`src/rtl/core/gsn_pkg.sv`:
```
// Package for the GCR sector nibblizer: word types, stream constants, encode table.
package gsn_pkg;

    localparam int unsigned SECTOR_BYTES = 256;
    localparam int unsigned AUX_COUNT    = 86;

    localparam int unsigned AUX_AW = $clog2(AUX_COUNT);
    localparam int unsigned UP_AW  = $clog2(SECTOR_BYTES);

    localparam logic [8:0] LOAD_FULL   = 9'd256;
    localparam logic [8:0] FIRST_LIMIT = 9'd86;
    localparam logic [8:0] FIELD_START = 9'd35;
    localparam logic [8:0] AUX_START   = 9'd59;
    localparam logic [8:0] UP_START    = 9'd145;
    localparam logic [8:0] CHECK_POS   = 9'd401;
    localparam logic [8:0] LAST_POS    = 9'd420;

    localparam logic [7:0] VOLUME_RESET = 8'hFE;

    localparam logic OP_LOAD = 1'b0;
    localparam logic OP_PULL = 1'b1;

    localparam logic [7:0] GCR_TABLE [0:63] = '{
        8'h96, 8'h97, 8'h9A, 8'h9B, 8'h9D, 8'h9E, 8'h9F, 8'hA6,
        8'hA7, 8'hAB, 8'hAC, 8'hAD, 8'hAE, 8'hAF, 8'hB2, 8'hB3,
        8'hB4, 8'hB5, 8'hB6, 8'hB7, 8'hB9, 8'hBA, 8'hBB, 8'hBC,
        8'hBD, 8'hBE, 8'hBF, 8'hCB, 8'hCD, 8'hCE, 8'hCF, 8'hD3,
        8'hD6, 8'hD7, 8'hD9, 8'hDA, 8'hDB, 8'hDC, 8'hDD, 8'hDE,
        8'hDF, 8'hE5, 8'hE6, 8'hE7, 8'hE9, 8'hEA, 8'hEB, 8'hEC,
        8'hED, 8'hEE, 8'hEF, 8'hF2, 8'hF3, 8'hF4, 8'hF5, 8'hF6,
        8'hF7, 8'hF9, 8'hFA, 8'hFB, 8'hFC, 8'hFD, 8'hFE, 8'hFF
    };

    typedef struct packed {
        logic       op;
        logic [7:0] data_byte;
        logic [7:0] track;
        logic [7:0] sector;
    } item_t;

    typedef struct packed {
        logic [7:0] out_byte;
        logic       last;
    } result_t;

    typedef struct packed {
        logic              aux_we;
        logic [AUX_AW-1:0] aux_waddr;
        logic [5:0]        aux_wdata;
        logic [AUX_AW-1:0] aux_raddr;
        logic              up_we;
        logic [UP_AW-1:0]  up_waddr;
        logic [5:0]        up_wdata;
        logic [UP_AW-1:0]  up_raddr;
    } mem_ctrl_t;

    function automatic logic [7:0] framing_nibble(
        input logic [8:0] p,
        input logic [7:0] vol,
        input logic [7:0] trk,
        input logic [7:0] sec
    );
        logic [8:0] idx;
        logic [7:0] v;
        logic [7:0] n;
        idx = p - FIELD_START;
        unique case (idx[2:1])
            2'd0:    v = vol;
            2'd1:    v = trk;
            2'd2:    v = sec;
            default: v = vol ^ trk ^ sec;
        endcase
        priority if (p < 9'd32)   n = 8'hFF;
        else if (p == 9'd32)      n = 8'hD5;
        else if (p == 9'd33)      n = 8'hAA;
        else if (p == 9'd34)      n = 8'h96;
        else if (p < 9'd43)       n = idx[0] ? ((v & 8'h55) | 8'hAA)
                                             : (((v >> 1) & 8'h55) | 8'hAA);
        else if (p == 9'd43)      n = 8'hDE;
        else if (p == 9'd44)      n = 8'hAA;
        else if (p == 9'd45)      n = 8'hEB;
        else if (p < 9'd56)       n = 8'hFF;
        else if (p == 9'd56)      n = 8'hD5;
        else if (p == 9'd57)      n = 8'hAA;
        else if (p == 9'd58)      n = 8'hAD;
        else if (p == 9'd402)     n = 8'hDE;
        else if (p == 9'd403)     n = 8'hAA;
        else if (p == 9'd404)     n = 8'hEB;
        else                      n = 8'hFF;
        return n;
    endfunction

endpackage

```
`src/rtl/core/gsn_mem.sv`:
```
// Aux and upper-bits sector memories, one write and one registered read port each.
module gsn_mem
    import gsn_pkg::*;
(
    input  logic       clk,
    input  mem_ctrl_t  ctrl,
    output logic [5:0] aux_rdata,
    output logic [5:0] up_rdata
);

    logic [5:0] aux_mem [AUX_COUNT];
    logic [5:0] up_mem  [SECTOR_BYTES];

    always_ff @(posedge clk)
    begin
        if (ctrl.aux_we)
        begin
            aux_mem[ctrl.aux_waddr] <= ctrl.aux_wdata;
        end
        if (ctrl.up_we)
        begin
            up_mem[ctrl.up_waddr] <= ctrl.up_wdata;
        end
        aux_rdata <= aux_mem[ctrl.aux_raddr];
        up_rdata  <= up_mem[ctrl.up_raddr];
    end

endmodule

```
`src/rtl/core/gsn_cfg.sv`:
```
// APB register file holding the volume number.
module gsn_cfg
    import gsn_pkg::*;
(
    input  logic        clk,
    input  logic        rst_n,
    input  logic        psel,
    input  logic        penable,
    input  logic        pwrite,
    input  logic [2:0]  paddr,
    input  logic [31:0] pwdata,
    output logic [31:0] prdata,
    output logic        pready,
    output logic [7:0]  volume
);

    logic [7:0] volume_reg;
    logic [7:0] volume_next;

    always_comb
    begin
        volume_next = volume_reg;
        if (psel && penable && pwrite && !paddr[2])
        begin
            volume_next = pwdata[7:0];
        end
    end

    always_ff @(posedge clk or negedge rst_n)
    begin
        if (!rst_n)
        begin
            volume_reg <= VOLUME_RESET;
        end
        else
        begin
            volume_reg <= volume_next;
        end
    end

    assign prdata = paddr[2] ? 32'd0 : {24'd0, volume_reg};
    assign pready = 1'b1;
    assign volume = volume_reg;

endmodule

```
`src/rtl/core/gsn_ctrl.sv`:
```
// Load and stream sequencer: read-modify-write of aux entries, nibble generation.
module gsn_ctrl
    import gsn_pkg::*;
(
    input  logic       clk,
    input  logic       rst_n,
    input  logic       start,
    input  item_t      item,
    input  logic [7:0] volume,
    input  logic [5:0] aux_rdata,
    input  logic [5:0] up_rdata,
    output logic       busy,
    output mem_ctrl_t  mem,
    output result_t    result,
    output logic       result_strobe
);

    typedef enum logic [1:0] {S_IDLE, S_LOAD, S_PULL} state_t;

    state_t            state_reg, state_next;
    logic [8:0]        load_count_reg, load_count_next;
    logic [AUX_AW-1:0] aux_idx_reg, aux_idx_next;
    logic [8:0]        pos_reg, pos_next;
    logic [5:0]        rx_reg, rx_next;
    logic [7:0]        track_reg, track_next;
    logic [7:0]        sector_reg, sector_next;
    logic [AUX_AW-1:0] k_reg, k_next;
    logic [1:0]        pair_reg, pair_next;
    logic              first_reg, first_next;
    result_t           result_reg, result_next;
    logic              strobe_reg, strobe_next;

    logic       accept;
    logic       full;
    logic       do_load;
    logic       do_pull;
    logic [8:0] dpos;
    logic [8:0] upos;
    logic       in_aux;
    logic       in_up;
    logic [5:0] xnew;

    always_comb
    begin
        busy    = (state_reg != S_IDLE);
        accept  = start && !busy;
        full    = (load_count_reg >= LOAD_FULL);
        do_load = accept && (item.op == OP_LOAD) && !full;
        do_pull = accept && (item.op == OP_PULL) && full;
        dpos    = pos_reg - AUX_START;
        upos    = pos_reg - UP_START;
        in_aux  = (pos_reg >= AUX_START) && (pos_reg < UP_START);
        in_up   = (pos_reg >= UP_START) && (pos_reg < CHECK_POS);
        xnew    = rx_reg ^ (in_aux ? aux_rdata : up_rdata);

        mem.up_we     = do_load;
        mem.up_waddr  = load_count_reg[UP_AW-1:0];
        mem.up_wdata  = item.data_byte[7:2];
        mem.up_raddr  = upos[UP_AW-1:0];
        mem.aux_raddr = full ? dpos[AUX_AW-1:0] : aux_idx_reg;
        mem.aux_we    = (state_reg == S_LOAD);
        mem.aux_waddr = k_reg;
        mem.aux_wdata = first_reg ? {4'd0, pair_reg} : {aux_rdata[3:0], pair_reg};

        state_next      = state_reg;
        load_count_next = load_count_reg;
        aux_idx_next    = aux_idx_reg;
        pos_next        = pos_reg;
        rx_next         = rx_reg;
        track_next      = track_reg;
        sector_next     = sector_reg;
        k_next          = k_reg;
        pair_next       = pair_reg;
        first_next      = first_reg;
        result_next     = result_reg;
        strobe_next     = 1'b0;

        unique case (state_reg)
            S_IDLE:
            begin
                if (do_load)
                begin
                    if (load_count_reg == 9'd0)
                    begin
                        track_next  = item.track;
                        sector_next = item.sector;
                    end
                    k_next          = aux_idx_reg;
                    pair_next       = {item.data_byte[0], item.data_byte[1]};
                    first_next      = (load_count_reg < FIRST_LIMIT);
                    aux_idx_next    = (aux_idx_reg == AUX_AW'(AUX_COUNT - 1))
                                      ? '0 : aux_idx_reg + 1'b1;
                    load_count_next = load_count_reg + 1'b1;
                    state_next      = S_LOAD;
                end
                else if (do_pull)
                begin
                    state_next = S_PULL;
                end
            end
            S_LOAD:
            begin
                state_next = S_IDLE;
            end
            S_PULL:
            begin
                if (in_aux || in_up)
                begin
                    rx_next              = xnew;
                    result_next.out_byte = GCR_TABLE[xnew];
                end
                else if (pos_reg == CHECK_POS)
                begin
                    result_next.out_byte = GCR_TABLE[rx_reg];
                end
                else
                begin
                    result_next.out_byte = framing_nibble(pos_reg, volume,
                                                          track_reg, sector_reg);
                end
                result_next.last = (pos_reg == LAST_POS);
                strobe_next      = 1'b1;
                if (pos_reg == LAST_POS)
                begin
                    pos_next        = '0;
                    load_count_next = '0;
                    aux_idx_next    = '0;
                    rx_next         = '0;
                end
                else
                begin
                    pos_next = pos_reg + 1'b1;
                end
                state_next = S_IDLE;
            end
            default:
            begin
                state_next = S_IDLE;
            end
        endcase
    end

    always_ff @(posedge clk or negedge rst_n)
    begin
        if (!rst_n)
        begin
            state_reg      <= S_IDLE;
            load_count_reg <= '0;
            aux_idx_reg    <= '0;
            pos_reg        <= '0;
            rx_reg         <= '0;
            track_reg      <= '0;
            sector_reg     <= '0;
            k_reg          <= '0;
            pair_reg       <= '0;
            first_reg      <= 1'b0;
            result_reg     <= '0;
            strobe_reg     <= 1'b0;
        end
        else
        begin
            state_reg      <= state_next;
            load_count_reg <= load_count_next;
            aux_idx_reg    <= aux_idx_next;
            pos_reg        <= pos_next;
            rx_reg         <= rx_next;
            track_reg      <= track_next;
            sector_reg     <= sector_next;
            k_reg          <= k_next;
            pair_reg       <= pair_next;
            first_reg      <= first_next;
            result_reg     <= result_next;
            strobe_reg     <= strobe_next;
        end
    end

    assign result        = result_reg;
    assign result_strobe = strobe_reg;

endmodule

```
`src/rtl/core/gcr_sector_nibblizer.sv`:
```
// Top level of the GCR 6-and-2 sector nibblizer.
//
//  channel   direction  handshake                      word
//  item      in         start && !busy                 op, data_byte, track, sector
//  result    out        result_strobe, one cycle       out_byte, last
//  config    in         psel && penable && pwrite      volume_number at 0x0
//
//  An accepted load or pull holds busy for one cycle: the memory read of the
//  aux or upper-bits entry is registered before the write-back or the encode.
//  A pull's word is on result in the first cycle with busy low again; a new
//  item may be accepted in that same cycle, but none while busy is high.
//  Early pulls and extra loads are dropped at once without raising busy.
//  rst_n clears all control state asynchronously; memories are not cleared.
module gcr_sector_nibblizer
    import gsn_pkg::*;
(
    input  logic        clk,
    input  logic        rst_n,
    input  logic        psel,
    input  logic        penable,
    input  logic        pwrite,
    input  logic [2:0]  paddr,
    input  logic [31:0] pwdata,
    output logic [31:0] prdata,
    output logic        pready,
    input  logic        start,
    input  item_t       item,
    output logic        busy,
    output result_t     result,
    output logic        result_strobe
);

    logic [7:0] volume;
    mem_ctrl_t  mem;
    logic [5:0] aux_rdata;
    logic [5:0] up_rdata;

    gsn_cfg u_cfg (
        .clk     (clk),
        .rst_n   (rst_n),
        .psel    (psel),
        .penable (penable),
        .pwrite  (pwrite),
        .paddr   (paddr),
        .pwdata  (pwdata),
        .prdata  (prdata),
        .pready  (pready),
        .volume  (volume)
    );

    gsn_mem u_mem (
        .clk       (clk),
        .ctrl      (mem),
        .aux_rdata (aux_rdata),
        .up_rdata  (up_rdata)
    );

    gsn_ctrl u_ctrl (
        .clk           (clk),
        .rst_n         (rst_n),
        .start         (start),
        .item          (item),
        .volume        (volume),
        .aux_rdata     (aux_rdata),
        .up_rdata      (up_rdata),
        .busy          (busy),
        .mem           (mem),
        .result        (result),
        .result_strobe (result_strobe)
    );

endmodule

```
`config.mk`:
```
export PLATFORM = sky130hd
export DESIGN_NAME = gcr_sector_nibblizer
export DESIGN_NICKNAME = d
export VERILOG_FILES = /design/src/rtl/core/gsn_pkg.sv /design/src/rtl/core/gsn_mem.sv /design/src/rtl/core/gsn_cfg.sv /design/src/rtl/core/gsn_ctrl.sv /design/src/rtl/core/gcr_sector_nibblizer.sv
export SDC_FILE = /design/constraint.sdc
export NUM_CORES = 2
export LEC_CHECK = 0
export BUFFER_PORTS_ARGS = -buffer_cell sky130_fd_sc_hd__clkbuf_2
export CAP_MARGIN = 25
export CORE_MARGIN = 3
export CORE_UTILIZATION = 63
export DETAILED_ROUTE_END_ITERATION = 16
export GPL_TIMING_DRIVEN = 0
export PLACE_DENSITY = 0.8
export SLEW_MARGIN = 10
export SYNTH_ARGS = -nofsm -noshare
export SYNTH_HDL_FRONTEND = slang
export SYNTH_HIERARCHICAL = 1
export SYNTH_SLANG_ARGS = --single-unit
```
`constraint.sdc`:
```
create_clock -name clk -period 5.7 [get_ports clk]
set_clock_uncertainty 0.1 [all_clocks]
set_input_delay 0.285 -clock clk [delete_from_list [all_inputs] [get_ports clk]]
set_output_delay 0.285 -clock clk [all_outputs]
set_load 0.02 [all_outputs]
```
# Yosys cells after proc, flatten, opt, wreduce, memory -nomap -nowiden
# Memories as Yosys holds them, arrays and structs flattened. A register that Yosys moved wholly into a read port is not among the register bits.
# Index checks and enable logic that the tools add are counted.
# totals
regBits	77
mem_bits_rw	2052
mem_bits_ro	1024
input_bits	66
output_inout_bits	44
wordCells	132
n_memories	4
# mem_list
memory	depth	word_bits	rd	rd_clocked_by_memory_dff	wr	line_no	source
u_mem.up_mem	256	6	1	1	1	gsn_mem.sv:12	logic [5:0] up_mem [SECTOR_BYTES];
u_mem.aux_mem	86	6	1	1	1	gsn_mem.sv:11	logic [5:0] aux_mem [AUX_COUNT];
(name not given)	64	8	1	0	0	gsn_ctrl.sv:110	result_next.out_byte = GCR_TABLE[xnew];
(name not given)	64	8	1	0	0	gsn_ctrl.sv:114	result_next.out_byte = GCR_TABLE[rx_reg];
# op_classes
add_sub_neg	6
order_cmp	11
n_eq_ne	22
muxes	45
bitwise_logic	6
n_reduce_logical	24
# ops
operator	n
8-bit two-way mux	21
9-bit by 6-bit equality test with 1-bit output (second input constant)	9
9-bit equality test (second input constant)	5
7-bit two-way mux	5
9-bit by 6-bit < comparator with 1-bit output (second input constant)	3
9-bit two-way mux	3
6-bit two-way mux	4
8-bit case mux with 3 select lines	1
9-bit by 1-bit adder with 9-bit output (second input constant)	2
9-bit case mux with 2 select lines	1
8-bit bitwise XOR	2
7-bit >= comparator (second input constant)	2
6-bit inverter with 7-bit output	2
7-bit case mux with 2 select lines	1
1-bit logical AND	10
9-bit by 6-bit >= comparator with 1-bit output (second input constant)	1
9-bit by 8-bit >= comparator with 1-bit output (second input constant)	1
9-bit >= comparator (second input constant)	1
9-bit logical NOT	1
9-bit by 7-bit < comparator with 1-bit output (second input constant)	1
9-bit by 8-bit < comparator with 1-bit output (second input constant)	1
9-bit < comparator (second input constant)	1
8-bit subtractor (second input constant)	1
7-bit by 1-bit adder with 7-bit output (second input constant)	1
other kinds (18)	34

# Longest topological paths before layout
# logic_depth
depth_word	18
ltp_mapped	19
depth_no_buf	12

# By module
# Netlist, hierarchy kept.
# by_module_without_submodules
mod	n_inst	cells_per_inst	area_per_inst_um2	seq_area_each_um2
gsn_mem	1	3820	80283.2	61859.3
gsn_ctrl	1	675	5654.2	1726.7
gsn_cfg	1	52	588.1	209.0

# Worst setup path after synthesis
# Ideal clock, no wire load.
# synth_path
path_type	register -> register
start	register u_ctrl.pos_reg[0]
end	register u_mem.aux_rdata[1] (read register of u_mem.aux_mem)
setup_time_ps	139
arrival_time_ps	3871
t_required_ps	5461
path_slack_ps	1590
stages_incl_launch_ff	17
n_path_buf	7
period_less_slack_ps	4110
path_cell_list	dfrtp_1 buf_2 clkbuf_1 inv_1 ha_1 clkbuf_1 clkbuf_1 clkbuf_1 nand2_1 o21ai_0 buf_2 clkbuf_1 mux4_2 mux4_2 mux2_2 o21ai_1 a22oi_1
# synth_lines
item	line_no	source
start: declaration	gsn_ctrl.sv:23	logic [8:0] pos_reg, pos_next;
start signal: assignment	gsn_ctrl.sv:165	pos_reg <= pos_next;
end: declaration	gsn_mem.sv:7	output logic [5:0] aux_rdata,

==> impl_metrics.env <==
export IMPL_largest_reg_flops=1536
export IMPL_syn_cell_area_sq_um=86530
export IMPL_power_uw=33900
export IMPL_period_share_pct=99.63
export IMPL_ys_types=82
export IMPL_area_delta_synth_final_pct=12.11
export IMPL_reg_top3="u_mem/up_mem (1536), u_mem/aux_mem (516)"
export IMPL_initial_core_util_pct=63.63
export IMPL_worstRegToRegCells=12
export IMPL_drive_above_1_share_pct=22.92
export IMPL_via_per_inst=7.018
export IMPL_drc=0
export IMPL_pre_cts_ws_ns=-1.286
export IMPL_vias=48129
export IMPL_crit_path_top_delay_cell="xor2_1"
export IMPL_wl_per_cell_um=33.00
export IMPL_layout_commonest_cell="edfxtp_1"
export IMPL_cp_max_fo=17
export IMPL_ys_warn_count=6
export IMPL_layout_nets=4988
export IMPL_htree_levels=4
export IMPL_postRouteAntennaNets=0
export IMPL_synth_area_per_cell_sq_um=19.03
export IMPL_critPathArrivalTime_ns=6.21
export IMPL_synth_edf_count=2052
export IMPL_fillers=7641
export IMPL_cpPeakStageDelay_ns=0.71
export IMPL_max_slew_worst_pin_slew_ns=1.061
export IMPL_die_area_sq_um=141800
export IMPL_cts_buffer_depth=3
export IMPL_drt_first_pass_iters=14
export IMPL_max_freq_mhz=176.1
export IMPL_worst_r2r_endpoint="u_mem/up_rdata[1]"
export IMPL_coreArea_sq_um=136000
export IMPL_die_w_um=376.6
export IMPL_cts_root_buf="clkbuf_16"
export IMPL_hold_class="input pin to register"
export IMPL_die_h_um=376.6
export IMPL_synth_seq_cells=2141
export IMPL_max_cap_violations=0
export IMPL_cts_made_buffers=202
export IMPL_cp_buffers_inverters=6
export IMPL_finalSetupViolCount=0
export IMPL_leakagePower_uw=0.03184
export IMPL_finalCriticalPeriod_ns=5.679
export IMPL_grt_first_pass_wirelength_um=326700
export IMPL_fin_util_pct=71.34
export IMPL_layout_setup_ws_ns=0.02128
export IMPL_grt_start_max_net_pins=161
export IMPL_layout_common_cells="2052 x edfxtp_1, 513 x mux4_2, 440 x nor2_1"
export IMPL_slew_viol_final=0
export IMPL_cp_top_family="buffers and inverters"
export IMPL_p_per_area_nw_per_um2=349.5
export IMPL_clk_latency_ns=0.85
export IMPL_timing_rr_start="u_ctrl/pos_reg[0]"
export IMPL_overflow=0
export IMPL_ff2ff_setup_slack_ns=0.02
export IMPL_place_gp_congestion=0.9874
export IMPL_ys_flop_type="edfxtp_1"
export IMPL_cpMostUsedCell="clkbuf_1"
export IMPL_hold_ws_ns=0.1268
export IMPL_start_kind="register"
export IMPL_antenna_found_initial=6
export IMPL_status="finished, final reports clean"
export IMPL_cts_tree="done"
export IMPL_worstHoldStart="item[17]"
export IMPL_syn_inst=4547
export IMPL_critPathKind="register to register"
export IMPL_irDropWorstVdd_uv=269.5
export IMPL_grt_total_usage_pct=32.19
export IMPL_min_path_cells=3
export IMPL_worst_endpoint_required_ns=6.23
export IMPL_io_buffers=52
export IMPL_ys_seq_area_share_pct=73.73
export IMPL_ios=110
export IMPL_placementRows=135
export IMPL_largest_register="u_mem/up_mem"
export IMPL_cts_num_sinks=2141
export IMPL_hold_end="u_ctrl/pair_reg[0]"
export IMPL_grt_pass1_vias=47554
export IMPL_crit_chain="clkbuf_4, inv_1, ha_1, xor2_1, buf_2, clkbuf_2, clkbuf_1, clkbuf_1, o31a_1, nand4_1, o31ai_4, nand3_2"
export IMPL_rsz0062_at_grt="no"
export IMPL_routed_wl_um=226300
export IMPL_drt_first_iter_violations=7204
export IMPL_clk_pin_slew_ns=0.06
export IMPL_dp_hpwl_um=144200
export IMPL_async_flop_share_pct=3.596
export IMPL_crit_path_end_kind="register"
export IMPL_hold_viol=0
export IMPL_maxSlewHeadroom_pct=29.28
==> cell type report <==
cell class	instances	area [sq um]	share of cell area, %
Antenna cell	7	17.52	0.01806
Buffer	305	1679	1.731
Clock buffer	242	5253	5.415
Clock inverter	131	1314	1.354
Inverter	21	82.58	0.08513
Multi-Input combinational cell	2101	21300	21.96
Sequential cell	2141	63800	65.77
Tap cell	1781	2228	2.297
Timing Repair Buffer	129	1329	1.370
==> worst min-delay path: stages <==
cell and delay, ns:
dlygate4sd3_1 0.52, clkbuf_2 0.09, mux2_2 0.14
==> layer usage <==
layer	wire length [um]	GRT usage, %	vias up
li1	-	-	19116
met2	107100	49.80	3754
met4	11670	14.15	8
met3	30760	9.840	761
met1	76720	43.00	24490
met5	64	0	-
==> worst max path at each step <==
stage,startpoint,cells after the start,end
global route,u_ctrl/pos_reg[0],16,u_mem/up_rdata[1]
floorplan,u_ctrl/pos_reg[0],16,u_mem/aux_rdata[1]
detailed placement,u_ctrl/pos_reg[0],18,u_mem/up_rdata[0]
CTS,u_ctrl/pos_reg[0],16,u_mem/up_rdata[0]
global placement,u_ctrl/pos_reg[0],18,u_mem/up_rdata[0]
finish,u_ctrl/pos_reg[0],12,u_mem/up_rdata[1]
==> power by group <==
part	leakage (uW)	switching (uW)	internal [uW]	total, uW
combinational	0.00905	1700	1200	2900
clock	0.00320	5920	7370	13300
sequential	0.0196	277	17400	17700
==> metrics by stage <==
step,setup TNS (ns),area [sq um],instances
finish,0,97000,6858
global route,0,96990,6851
CTS,0,96880,6846
detailed placement,-6.592,89760,6429
global placement,-6.572,89100,6403
floorplan,0,86610,4570
==> synthesized netlist by cell type (17+ instances only) <==
master | number | share of area [%]
mux4_2 | 513 | 13
mux2i_1 | 129 | 1.5
nand3_1 | 80 | 0.46
o31ai_1 | 18 | 0.16
a211oi_1 | 17 | 0.15
a22oi_1 | 61 | 0.53
dfrtp_1 | 70 | 2.0
xor2_1 | 18 | 0.18
a21oi_1 | 63 | 0.36
mux2_2 | 63 | 0.82
nand4_1 | 19 | 0.14
ha_1 | 21 | 0.30
buf_2 | 63 | 0.36
edfxtp_1 | 2052 | 71
nor2_1 | 440 | 1.9
buf_4 | 63 | 0.55
nor2b_1 | 60 | 0.43
clkbuf_1 | 141 | 0.61
nand2_1 | 145 | 0.63
buf_1 | 25 | 0.11
nand2b_1 | 19 | 0.14
a31oi_1 | 26 | 0.19
o22ai_1 | 31 | 0.22
nor3_1 | 45 | 0.26
inv_1 | 19 | 0.082
o21ai_0 | 88 | 0.51
==> cell families after synthesis <==
group,after synthesis,share of synthesized area [%]
AO/OA/AOI/OAI,444,3.484
AND/OR/NAND/NOR,876,4.565
XOR/XNOR,29,0.3109
other,2,0.008680
flip-flops,2141,73.73
buffers and inverters,328,1.917
multiplexers,706,15.68
adder cells (fa/ha/maj),21,0.3037
==> what timing repair did <==
action / in CTS / in global routing
pin swaps: 1 / 8
resized for setup: 26 / 16
buffers inserted: 0 / 0
endpoints found under the hold margin: 679 / 0
hold buffers: 46 / 0
setup endpoints to repair: 10 / 6
Note: power is estimated with default switching activity, not from simulation.
